`src/design/lrtd_pkg.sv`:
```
// ----------------------------------------------------------------------------
// lrtd_pkg: shared types and constants of the LZSS RGB triplet decoder
// Holds the channel payload types, the controller to datapath command and
// status groups, and the register map of the configuration port.
// ----------------------------------------------------------------------------
package lrtd_pkg;

    // Default sizes handed to the top level parameters.
    localparam int DEF_WINDOW_DEPTH = 16384;
    localparam int DEF_MAX_SIDE     = 4096;

    // Configuration port layout.
    localparam int CFG_ADDR_W = 3;
    localparam int CFG_DATA_W = 32;
    localparam int CFG_VAL_W  = 13;
    localparam int CFG_IDX_W  = 1;

    localparam logic [CFG_IDX_W-1:0] REG_IMAGE_WIDTH  = 1'b0;
    localparam logic [CFG_IDX_W-1:0] REG_IMAGE_HEIGHT = 1'b1;

    // A distance reaches at most 4096 pixels, which is 12288 bytes.
    localparam int DIST_W = 14;
    // A run copies at most 16 pixels, which is 48 bytes.
    localparam int REPS_W = 6;

    // Input transaction payload.
    typedef struct packed {
        logic [7:0] in_byte;
        logic       new_image;
    } in_item_t;

    // Result transaction payload.
    typedef struct packed {
        logic [7:0] out_byte;
        logic       last_of_run;
        logic       image_done;
    } out_item_t;

    // Commands from the controller to the datapath.
    typedef struct packed {
        logic clear;       // Restart the image before this byte is used.
        logic put_lit;     // Emit the input byte as a literal if it still fits.
        logic load_low;    // Keep the input byte as the low half of a reference.
        logic start_copy;  // Decode the reference into distance and run length.
        logic rd_first;    // Issue the first history read of a copy.
        logic put_copy;    // Emit the history byte that was read.
        logic rd_next;     // Issue the history read for the next copy byte.
    } cmd_t;

    // Status from the datapath to the controller.
    typedef struct packed {
        logic full;        // Output count has reached the image size.
        logic lt3;         // Fewer than three bytes remain.
        logic full_clr;    // Same as full, for a freshly restarted image.
        logic lt3_clr;     // Same as lt3, for a freshly restarted image.
        logic out_space;   // The output queue can take one more result.
        logic copy_last;   // The pending copy byte ends the run.
    } sts_t;

endpackage

```
`src/design/lrtd_ctrl.sv`:
```
// ----------------------------------------------------------------------------
// lrtd_ctrl: controller of the LZSS RGB triplet decoder
// Parses the token stream (flag bits, literal bytes, reference halves) and
// sequences the history copy of each back-reference.
// ----------------------------------------------------------------------------
module lrtd_ctrl import lrtd_pkg::*; (
    input  logic     aclk,
    input  logic     aresetn,
    input  logic     s_valid,
    output logic     s_ready,
    input  in_item_t s_data,
    input  sts_t     sts,
    output cmd_t     cmd
);

    typedef enum logic [2:0] {
        S_IDLE = 3'b001,
        S_RD   = 3'b010,
        S_CP   = 3'b100
    } state_t;

    typedef enum logic [3:0] {
        PH_TOKEN  = 4'b0001,
        PH_LIT2   = 4'b0010,
        PH_LIT1   = 4'b0100,
        PH_REF_HI = 4'b1000
    } phase_t;

    state_t     state_reg, state_next;
    phase_t     phase_reg, phase_next, ph;
    logic [8:0] flag_reg, flag_next, fs;
    logic       stop_reg, stop_next, st;
    logic       accept, full, lt3;

    // Input bytes are taken while idle and the output queue has room.
    assign s_ready = (state_reg == S_IDLE) && sts.out_space;
    assign accept  = s_valid && s_ready;

    always_comb begin
        cmd        = '0;
        state_next = state_reg;
        phase_next = phase_reg;
        flag_next  = flag_reg;
        stop_next  = stop_reg;
        fs         = s_data.new_image ? 9'd0 : flag_reg;
        ph         = s_data.new_image ? PH_TOKEN : phase_reg;
        st         = s_data.new_image ? 1'b0 : stop_reg;
        full       = s_data.new_image ? sts.full_clr : sts.full;
        lt3        = s_data.new_image ? sts.lt3_clr : sts.lt3;

        unique case (state_reg)
            S_IDLE: begin
                if (accept) begin
                    cmd.clear  = s_data.new_image;
                    flag_next  = fs;
                    phase_next = ph;
                    stop_next  = st;
                    if (!st) begin
                        unique case (ph)
                            PH_TOKEN: begin
                                // An exhausted flag byte makes this byte the next flags.
                                if (!full) begin
                                    if (fs[7:0] == 8'd0) begin
                                        flag_next = {s_data.in_byte, 1'b1};
                                    end else begin
                                        flag_next = {fs[7:0], 1'b0};
                                        if (fs[8]) begin
                                            if (lt3) begin
                                                stop_next = 1'b1;
                                            end else begin
                                                cmd.put_lit = 1'b1;
                                                phase_next  = PH_LIT2;
                                            end
                                        end else begin
                                            cmd.load_low = 1'b1;
                                            phase_next   = PH_REF_HI;
                                        end
                                    end
                                end
                            end
                            PH_LIT2: begin
                                cmd.put_lit = 1'b1;
                                phase_next  = PH_LIT1;
                            end
                            PH_LIT1: begin
                                cmd.put_lit = 1'b1;
                                phase_next  = PH_TOKEN;
                            end
                            PH_REF_HI: begin
                                cmd.start_copy = 1'b1;
                                phase_next     = PH_TOKEN;
                                state_next     = S_RD;
                            end
                            default: begin
                                phase_next = PH_TOKEN;
                            end
                        endcase
                    end
                end
            end
            S_RD: begin
                // A copy that starts at the image end produces nothing.
                if (sts.full) begin
                    state_next = S_IDLE;
                end else begin
                    cmd.rd_first = 1'b1;
                    state_next   = S_CP;
                end
            end
            S_CP: begin
                // One copy byte per cycle while the queue has room, next read alongside.
                if (sts.out_space) begin
                    cmd.put_copy = 1'b1;
                    if (sts.copy_last) begin
                        state_next = S_IDLE;
                    end else begin
                        cmd.rd_next = 1'b1;
                    end
                end
            end
            default: begin
                state_next = S_IDLE;
            end
        endcase
    end

    always_ff @(posedge aclk) begin
        if (!aresetn) begin
            state_reg <= S_IDLE;
            phase_reg <= PH_TOKEN;
            flag_reg  <= '0;
            stop_reg  <= 1'b0;
        end else begin
            state_reg <= state_next;
            phase_reg <= phase_next;
            flag_reg  <= flag_next;
            stop_reg  <= stop_next;
        end
    end

endmodule

```
`config.mk`:
```
export PLATFORM = sky130hd
export DESIGN_NAME = lrtd_ctrl
export DESIGN_NICKNAME = d
export VERILOG_FILES = /design/src/design/lrtd_pkg.sv /design/src/design/lrtd_ctrl.sv
export SDC_FILE = /design/constraint.sdc
export NUM_CORES = 1
export LEC_CHECK = 0
export ABC_AREA = 1
export BUFFER_PORTS_ARGS = -buffer_cell sky130_fd_sc_hd__buf_4
export CAP_MARGIN = 25
export CORE_MARGIN = 1.5
export CORE_UTILIZATION = 40
export CTS_BUF_LIST = sky130_fd_sc_hd__clkbuf_8
export CTS_CLUSTER_SIZE = 30
export DETAILED_ROUTE_END_ITERATION = 10
export SETUP_SLACK_MARGIN = 0.02
export SLEW_MARGIN = 15
export SYNTH_ARGS = -nofsm -noshare
export SYNTH_HDL_FRONTEND = slang
export SYNTH_SLANG_ARGS = --single-unit
```
`constraint.sdc`:
```
create_clock -name aclk -period 1.5 [get_ports aclk]
set_clock_uncertainty 0.1 [all_clocks]
set_input_delay 0.075 -clock aclk [delete_from_list [all_inputs] [get_ports aclk]]
set_output_delay 0.075 -clock aclk [all_outputs]
set_load 0.1 [all_outputs]
```
==> results.txt <==
The flow ran to the end, but the final reports show violations. The final reports fail on setup timing. The combinational cell fraction of total power was 0.370. Setup violations remaining at the end of the flow were counted as 17. Along the worst path, the maximum fanout reaches 2. Global routing finished with a remaining overflow of 0. The cell sitting at the root of the clock tree is a sky130_fd_sc_hd__clkbuf_8. The portion of the clock cycle consumed by the worst path in the final layout works out to 1.22. Counting every instance in the synthesized netlist gives 171. The placement-stage cell area is 0.00179 mm², and the mean routed wirelength per cell is 15.3 µm. The final antenna diode count was 0; the clock latency on the worst-skew pair was 0.26 ns. At the end of the flow, the number of nets in the layout was 275.

The minimum clock period was 1.83 ns; the share of power burned in registers was 0.367. The flop-to-flop setup slack is -0.12 ns, and the number of failing hold endpoints at the final stage is 0. The worst endpoint required time was 1.32 ns. In this run the standard cell core region covers 0.00276 mm². TritonCTS built the clock tree.

Yosys mapped the design onto 26 distinct sky130hd cell types. The number of DRC markers in iteration 0 was 65. Met2 global-route usage: 0.493. Switching share of power: 0.334. The worst setup path is captured at an output pin. The global-route total usage across every layer is 0.258.

The via count of the first global-routing pass was 1516; the row count was 19. STA classifies the critical path startpoint as a flip-flop. The routed layout has 1518 vias. The worst hold path passes through 4 cells.

Measured along the x axis, the die boundary spans 56.9 µm. The per-cell via count in the routed design was 5.29. Power spread over the standard cell area amounts to 582 mW/mm².

The floorplan step defined a die boundary enclosing 0.00324 mm². For this design the top-level I/O count stands at 26. The share of cells above drive strength 1 is 0.656. The worst register-to-register path begins at phase_reg[3]. The peak supply drop is 0.629 mV. The number of nets in the synthesized netlist is 189. Following the worst setup path forward leads to its endpoint at cmd[5].

The number of remaining DRC errors was 0. Post-synthesis average cell area: 6.80 µm². The deepest clock path buffer count is 2, and the proportion of power drawn by the clock network is 0.263.

Count of yosys warnings during synthesis: 0. The run gives 0 as the initial antenna violation count. The tools report the global-route wire length before repair as 6570 µm. The run gives 0.815 as the global placer's final weighted congestion. The critical path in this run is classified as flip-flop to output pin. Synthesis inferred 17 register bits. The total number of H-tree levels is 1, and the routed wire length is 4380 µm. First-pass iteration count of the detailed router: 4. The count of pins over their slew limit came out at 0. Floorplan die height: 56.9 µm. The worst slack at placement is -0.317 ns, and the cell area after technology mapping is 0.00116 mm². The final setup slack of the worst path was -0.333 ns.

The overall power is 1.32 mW, and the flip-flop count of the largest register, all copies and words added is 9. Destination of the worst register-to-register timing path: state_reg[1]. The count of cells along the worst register-to-register path came out at 8. The area growth from synthesis to layout was 95.4%; the met3 track demand over resource in global routing was 0.0599. CTS saw 17 sinks.

The main flop type after synthesis is sky130_fd_sc_hd__dfxtp_1. Across all hold checks on the routed design, the worst slack comes to 0.0633 ns. The worst hold path belongs to the class input port to flip-flop.

After routing the design area is 0.00227 mm². The HPWL after detailed placement was 2610 µm. The global routing's busiest layer is met2. The launch point of the critical path is phase_reg[0]. Setup total negative slack on the finished layout was measured at -1.91 ns.

The tools report the pin count of the biggest net entering global routing as 15. In this run the static leakage power is 1.01 nW. Cell internal power was estimated by the tool at 0.879 mW. Data arrives at the worst endpoint at 1.66 ns. The effective utilization at floorplan is 0.422. Setup repair after global routing could not meet its margin everywhere. The logs give 0.441 mW for the power spent charging and discharging nets and 3 for the TritonCTS buffer count. The sequential-to-total area share from yosys stat is 0.293. The tools report the met1 usage as 0.273. For the worst slew margin relative to its limit, the log shows 0.698. During placement, the flow inserted port buffers numbering 24. Timing would allow up to 0.546 GHz.

The detail route stage leaves a number of antenna-violating nets equal to 0. The count of flip-flops with a built-in enable after synthesis came out at 0. At the pin with the least slew margin, the transition time is 0.452 ns. The fraction of registers with async set or reset after synthesis was 0. For the number of max-cap violations, the log shows 0. The clock edge transition at the registers on the reported setup and hold paths works out to 0.07 ns.
repair_timing:
action / CTS / global route
setup endpoints to repair: 20 / 22
setup buffers: 10 / 7
cloned: 1 / 0
hold buffers: 1 / 0
resized for setup: 63 / 24
pin swaps: 12 / 12
hold endpoints to repair: 1 / 0
layout by cell type, fill, tap and decap left out, types with 4 or more instances in the layout:
cell                      count
sky130_fd_sc_hd__nand2_4      7
sky130_fd_sc_hd__buf_6       11
sky130_fd_sc_hd__buf_4       64
sky130_fd_sc_hd__inv_1       10
sky130_fd_sc_hd__dfxtp_2     11
sky130_fd_sc_hd__inv_2        8
sky130_fd_sc_hd__nor3_4       4
sky130_fd_sc_hd__nor2_4       8
sky130_fd_sc_hd__nand2_2     13
sky130_fd_sc_hd__a21oi_2     16
sky130_fd_sc_hd__o21ai_0      6
sky130_fd_sc_hd__nand3_1     21
sky130_fd_sc_hd__a21oi_1      6
sky130_fd_sc_hd__buf_12       7
sky130_fd_sc_hd__dfxtp_1      5
sky130_fd_sc_hd__nand2_1     28
power groups by stage:
stage | registers (mW) | logic, mW | clock network (mW)
2_1_floorplan | 0.490 | 0.235 | 0
3_3_place_gp | 0.491 | 0.380 | 0
3_5_place_dp | 0.491 | 0.386 | 0
4_1_cts | 0.486 | 0.456 | 0.355
5_1_grt | 0.486 | 0.522 | 0.369
6_report | 0.485 | 0.488 | 0.348
routing by layer:
metal	up-vias	part of all wire
met5	-	0
met4	0	0.023
met3	13	0.039
met2	50	0.56
met1	717	0.38
li1	738	-
critical path: stages, from the launching register on:
cell and delay [ns]:
sky130_fd_sc_hd__dfxtp_2 0.34, sky130_fd_sc_hd__inv_2 0.04, sky130_fd_sc_hd__o21ai_4 0.17, sky130_fd_sc_hd__nand2_4 0.08, sky130_fd_sc_hd__nor2_4 0.09, sky130_fd_sc_hd__inv_1 0.06
sky130_fd_sc_hd__nor2_1 0.12, sky130_fd_sc_hd__nand4_1 0.12, sky130_fd_sc_hd__buf_6 0.15, sky130_fd_sc_hd__nand2_8 0.06, sky130_fd_sc_hd__buf_12 0.16
cell usage after synthesis (all sizes together), types with 2 or more instances:
cell	n	area [µm²]
nand2	49	214
a21oi	22	163
nand3	22	110
inv	21	78.8
dfxtp	17	340
nor2	12	76.3
o21ai	8	51.3
nor3	4	20.0
buf	3	27.5
nand4	3	18.8
clkbuf	2	7.51
nor4	2	12.5
o211ai	2	15.0
worst min-delay path by stage:
stage            start           end  slack, ns
2_1_floorplan  aresetn  state_reg[0]       0.07
3_3_place_gp   aresetn  state_reg[0]       0.24
3_5_place_dp   aresetn  state_reg[0]       0.24
4_1_cts         sts[1]  state_reg[2]       0.03
5_1_grt         sts[1]  state_reg[2]       0.08
6_report        sts[1]  state_reg[2]       0.06
through the flow:
| stage | util | instances |
|---|---|---|
| 3_3_place_gp | 0.651 | 266 |
| 6_report | 0.824 | 287 |
| 3_5_place_dp | 0.651 | 266 |
| 4_1_cts | 0.779 | 282 |
| 5_1_grt | 0.824 | 287 |
| 2_1_floorplan | - | 171 |
area by class of cell:
| type | instances | area, µm² |
|---|---|---|
| tap | 31 | 38.8 |
| inverter | 21 | 91.3 |
| multi-input combinational | 128 | 928 |
| clock buffer | 3 | 41.3 |
| sequential | 17 | 358 |
| timing repair buffer | 86 | 810 |
| fill | 171 | 487 |
| clock inverter | 1 | 3.75 |
cells by family after synthesis:
| kind of cell | count (synthesis) | synth area share |
|---|---|---|
| compound gates | 35 | 0.215 |
| simple gates | 93 | 0.394 |
| flops | 17 | 0.293 |
| buf+inv | 26 | 0.0980 |
(Power assumes the default switching activity.)
